==> config.mk <==
export PLATFORM = sky130hd
export DESIGN_NAME = ste_table
export DESIGN_NICKNAME = d
export VERILOG_FILES = /design/src/hdl/ste_pkg.sv /design/src/hdl/ste_table.sv
export SDC_FILE = /design/constraint.sdc
export NUM_CORES = 2
export LEC_CHECK = 0
export BUFFER_PORTS_ARGS = -buffer_cell sky130_fd_sc_hd__buf_4
export CAP_MARGIN = 30
export CELL_PAD_IN_SITES_DETAIL_PLACEMENT = 1
export CELL_PAD_IN_SITES_GLOBAL_PLACEMENT = 1
export CORE_ASPECT_RATIO = 0.8
export CORE_UTILIZATION = 55
export DETAILED_ROUTE_END_ITERATION = 8
export PLACE_DENSITY_LB_ADDON = 0.1
export SYNTH_ARGS = -nofsm -noshare
export SYNTH_HDL_FRONTEND = slang
export SYNTH_SLANG_ARGS = --single-unit
==> constraint.sdc <==
create_clock -name i_clk -period 23.8 [get_ports i_clk]
set_input_delay 3.57 -clock i_clk [delete_from_list [all_inputs] [get_ports i_clk]]
set_output_delay 3.57 -clock i_clk [all_outputs]
set_load 0.01 [all_outputs]
==> src/hdl/ste_pkg.sv <==
`default_nettype none

package ste_pkg;

    // field widths fixed by the item format
    localparam int VALUE_BITS   = 32;
    localparam int CHAN_BITS    = 4;
    localparam int TIME_BITS    = 32;
    localparam int FRAC_BITS    = 16;
    localparam int DEB_BITS     = 8;
    localparam int HIT_BITS     = 8;
    localparam int CHANNELS_DEF = 16;

    localparam logic [HIT_BITS-1:0]  HIT_MAX    = 8'd255;
    localparam logic [FRAC_BITS-1:0] FRAC_RESET = 16'd3277;
    localparam logic [DEB_BITS-1:0]  DEB_RESET  = 8'd3;

    // configuration port
    localparam int CFG_ADDR_W = 1;
    localparam int CFG_DATA_W = 16;
    localparam logic [CFG_ADDR_W-1:0] CFG_HYST_FRAC = 1'b0;
    localparam logic [CFG_ADDR_W-1:0] CFG_DEBOUNCE  = 1'b1;

    // stream widths
    localparam int S_TDATA_W = 200;
    localparam int S_TUSER_W = 3;
    localparam int M_TDATA_W = 104;
    localparam int M_TUSER_W = 1;

    typedef enum logic [1:0] {
        REQ_SAMPLE = 2'd0,
        REQ_LOAD   = 2'd1,
        REQ_CLEAR  = 2'd2
    } t_req;

    typedef enum logic [1:0] {
        LVL_OK    = 2'd0,
        LVL_WARN  = 2'd1,
        LVL_ALARM = 2'd2
    } t_level;

    typedef logic signed [VALUE_BITS-1:0] t_value;

    typedef struct packed {
        t_value lo_warn;
        t_value hi_warn;
        t_value lo_alarm;
        t_value hi_alarm;
        logic   low_en;
        logic   high_en;
    } t_limits;

    typedef struct packed {
        logic                loaded;
        t_level              cur;
        t_level              pend;
        logic [HIT_BITS-1:0] hits;
    } t_chan_state;

    // table write commands for one item
    typedef struct packed {
        logic load;
        logic upd;
        logic clear;
    } t_tbl_wr;

    typedef struct packed {
        logic [1:0]           req;
        logic                 smp_valid;
        logic [CHAN_BITS-1:0] ch;
        t_value               value;
        logic [TIME_BITS-1:0] time_ms;
        t_limits              lim;
    } t_item;

    typedef struct packed {
        logic                 transition;
        logic [CHAN_BITS-1:0] ch;
        t_level               level_now;
        t_level               level_before;
        t_value               value;
        logic [TIME_BITS-1:0] time_ms;
        t_value               crossed;
    } t_result;

endpackage

`default_nettype wire

==> src/hdl/ste_table.sv <==
`default_nettype none

module ste_table
    import ste_pkg::*;
#(
    parameter int CHANNELS = CHANNELS_DEF,
    parameter int IDX_W    = 4
) (
    input  wire logic             i_clk,
    input  wire logic             i_rst_n,
    input  wire logic             i_en,
    input  wire t_tbl_wr          i_wr,
    input  wire logic [IDX_W-1:0] i_idx,
    input  wire t_limits          i_lim_wr,
    input  wire t_chan_state      i_st_wr,
    output t_limits               o_lim,
    output t_chan_state           o_st
);

    t_limits     r_lim [CHANNELS];
    t_chan_state r_st  [CHANNELS];

    // limit storage, written by a load only
    always_ff @(posedge i_clk) begin
        if (i_en && i_wr.load) begin
            r_lim[i_idx] <= i_lim_wr;
        end
    end

    // per-channel level state
    always_ff @(posedge i_clk) begin
        if (!i_rst_n) begin
            for (int i = 0; i < CHANNELS; i++) begin
                r_st[i] <= '0;
            end
        end else if (i_en) begin
            priority if (i_wr.clear) begin
                for (int i = 0; i < CHANNELS; i++) begin
                    r_st[i].cur  <= LVL_OK;
                    r_st[i].pend <= LVL_OK;
                    r_st[i].hits <= '0;
                end
            end else if (i_wr.load) begin
                r_st[i_idx] <= '{loaded: 1'b1, cur: LVL_OK, pend: LVL_OK, hits: '0};
            end else if (i_wr.upd) begin
                r_st[i_idx] <= i_st_wr;
            end
        end
    end

    // read port at the channel of the item in flight
    assign o_lim = r_lim[i_idx];
    assign o_st  = r_st[i_idx];

endmodule

`default_nettype wire

==> qor.txt <==
status: completed
Worst Skew: 0 ns
fin crit share: 49.30%
wire per inst: 32.74 µm
Worst Hold Path Cells: 2
setup TNS: 0 ns
die area: 159500 µm²
Routed Antenna Nets: 0
total CTS buffers: 215
Psw: 1.741 mW
Post-Syn Area per Cell: 22.67 µm²
postcts setup bufs: 0
Fill cells: 12620
Tot GR Track Use: 27.08%
DP Wirelength: 108600 µm
Peak VDD IR: 0.06277 mV
Pwr Density: 84.56 nW/µm²
synthesized flop and latch total: 2288
IO Pins: 296
most frequent cells in the layout: 2281 x edfxtp_1, 572 x mux4_2, 370 x buf_4, 286 x a22oi_1, 221 x clkbuf_16
yosys warns: 0
Distinct cells, synth: 31
min Tclk post-route: 11.73 ns
PnR Total Power: 8.349 mW
startpoint class of the critical path: input pin
synthesized cell area: 86820 µm²
Worst-Skew Late Latency: 0.84 ns
clock sink count: 2288
MaxCap Viol Count: 0
total gr overflow: 0
post_cts resized: 0
Critical Path RT: 20.23 ns
hold slack: 0.4826 ns
Setup crit end kind: output port
Crit-path slowest cell: buf_4
Worst path depth: 8
crit path cell chain: buf_8 > buf_12 > buf_12 > buf_4 > mux4_2 > a22oi_1 > nand2_1 > buf_4
H-tree levels: 4
Mapped Cells: 3830
Clock Path Buffers: 3
nets: 4365
cell taking the most area after synthesis: edfxtp_1
leakage power: 31.41 nW
cells taking the most area after synthesis: edfxtp_1 79%, mux4_2 15%, a22oi_1 2.5%, nor2_1 0.91%, nand2_1 0.70%
Syn Nets: 3983
leading cell type in the layout, fill and taps excluded: edfxtp_1
Slew Limit Fails: 0
Clock Root Buffer: clkbuf_16
layout cells sized above 1: 29.52%
Via Count: 41190
vias in the first global route: 43480
Final Util: 62.97%
crit-path max FO: 111
RSZ-0062 raised after global routing: false
Fmax: 85.22 MHz
post-synth top area share: 78.89%
CTS Hold Bufs: 0
Total Routed Length: 213400 µm
reg2reg path depth: 2
initial antenna violation count: 20
DR vias/cell: 6.320
final RePlAce weighted congestion: 0.7675
Reg power frac: 54.1%
core area: 156800 µm²
critical path's top delay family: buffers and inverters
Sw Share: 20.85%
Initial Utilization: 55.37%
DRT Pass-1 Iters: 7
DRC viols: 0
CTS tree: yes
largest net degree at the start of global routing: 151
P_int: 6.608 mW
first-pass GRT wire length: 306100 µm
Hold WC Path Type: reg2reg
Site Rows: 130
sequential cell area fraction in the yosys report: 79.06%
critical path data arrival time: 8.16 ns
Clk pwr share: 40.5%
Buffers on Ports: 295
crit-path max cell delay: 0.80 ns
CTS clk-pin slew, worst paths: 0.07 ns
worst path bufs/invs: 5
Die W: 446.2 µm
Worst Tran Pin Value: 1.103 ns
Die Span Y: 357.4 µm
initial DRC count: 4079
Final Hold Viols: 0
Max transition margin: 26.44%
Final setup viols: 0
Logic pwr share: 5.4%
WS Path Type: in2out
area added between synthesis and finish: 13.73%
## worst reg2reg max path, cell delays in order, from the launching register on
cell	delay (ns)
dfxtp_1	0.31
o311ai_0	0.10
o31ai_1	0.13
## metrics by stage
| stage | std cells | setup WS, ns | instance area [µm²] |
|---|---|---|---|
| finish | 6518 | 12.07 | 98740 |
| global route | 6516 | 11.66 | 98730 |
| CTS | 6500 | 12.01 | 98560 |
| detailed placement | 6101 | 12.00 | 91670 |
| global placement | 6086 | 12.03 | 91340 |
| floorplan | 3830 | 5.220 | 86820 |
## layer usage
layer  up-vias  GRT usage [%]  wire [µm]
met2      1463          45.22     107800
met3       280          4.669      13150
met4        14          7.663       4869
met5         -              0        104
li1      16990              -          -
met1     22450          37.28      87490
## Yosys cell counts (all sizes together)
master,number
nor4b,1
nand4,3
nand3b,1
clkbuf,92
nand3,14
nor3,8
or4,1
edfxtp,2281
and3b,1
mux2i,2
nor4,1
mux4,572
a22oi,286
and2,1
nand4b,3
or2,1
nand2,161
o311ai,5
buf,146
nor2b,5
nand4bb,2
o31ai,5
nor2,210
a21boi,1
nor3b,1
o21ai,19
dfxtp,7
## cell families after synthesis
logic type | Yosys count | synth area share, %
buffers and inverters | 238 | 1.476
DFF | 2288 | 79.06
and+or+nand+nor | 414 | 1.923
muxes | 574 | 14.86
AOI/OAI and AO/OA | 316 | 2.685
## path summary, 6_finish.rpt
| kind | from | end | slack (ns) |
|---|---|---|---|
| worst max-delay path | i_idx[0] | o_lim[8] | 12.07 |
| worst min-delay path | r_st[12][12]$_DFF_P_ | r_st[12][12]$_DFF_P_ | 0.48 |
| worst max register to register | r_st[14][12]$_DFF_P_ | r_st[14][12]$_DFF_P_ | 23.12 |
| worst min register to register | r_st[12][12]$_DFF_P_ | r_st[12][12]$_DFF_P_ | 0.48 |
## sequential cells by signal, summed over array words and instances (netlist names)
name	flops
r_lim	2080
r_st	208
## power groups by stage
stage	Sequential, mW	Combinational (mW)	Clock (mW)
after detailed placement	4.60	0.455	0
after floorplan	4.60	0.247	0
final	4.52	0.449	3.38
after CTS	4.51	0.456	3.44
after global placement	4.60	0.444	0
after global routing	4.52	0.479	3.58
## cell type report
class	instances	area (µm²)	area share [%]
sequential	2288	68640	69.51
clock inverter	123	1154	1.168
tap	2112	2643	2.676
clock buffer	276	5737	5.810
timing repair buffer	403	3497	3.542
antenna	12	30.03	0.03041
multi-input combinational	1304	17040	17.26
No activity file was read; power rests on OpenSTA's default activity.
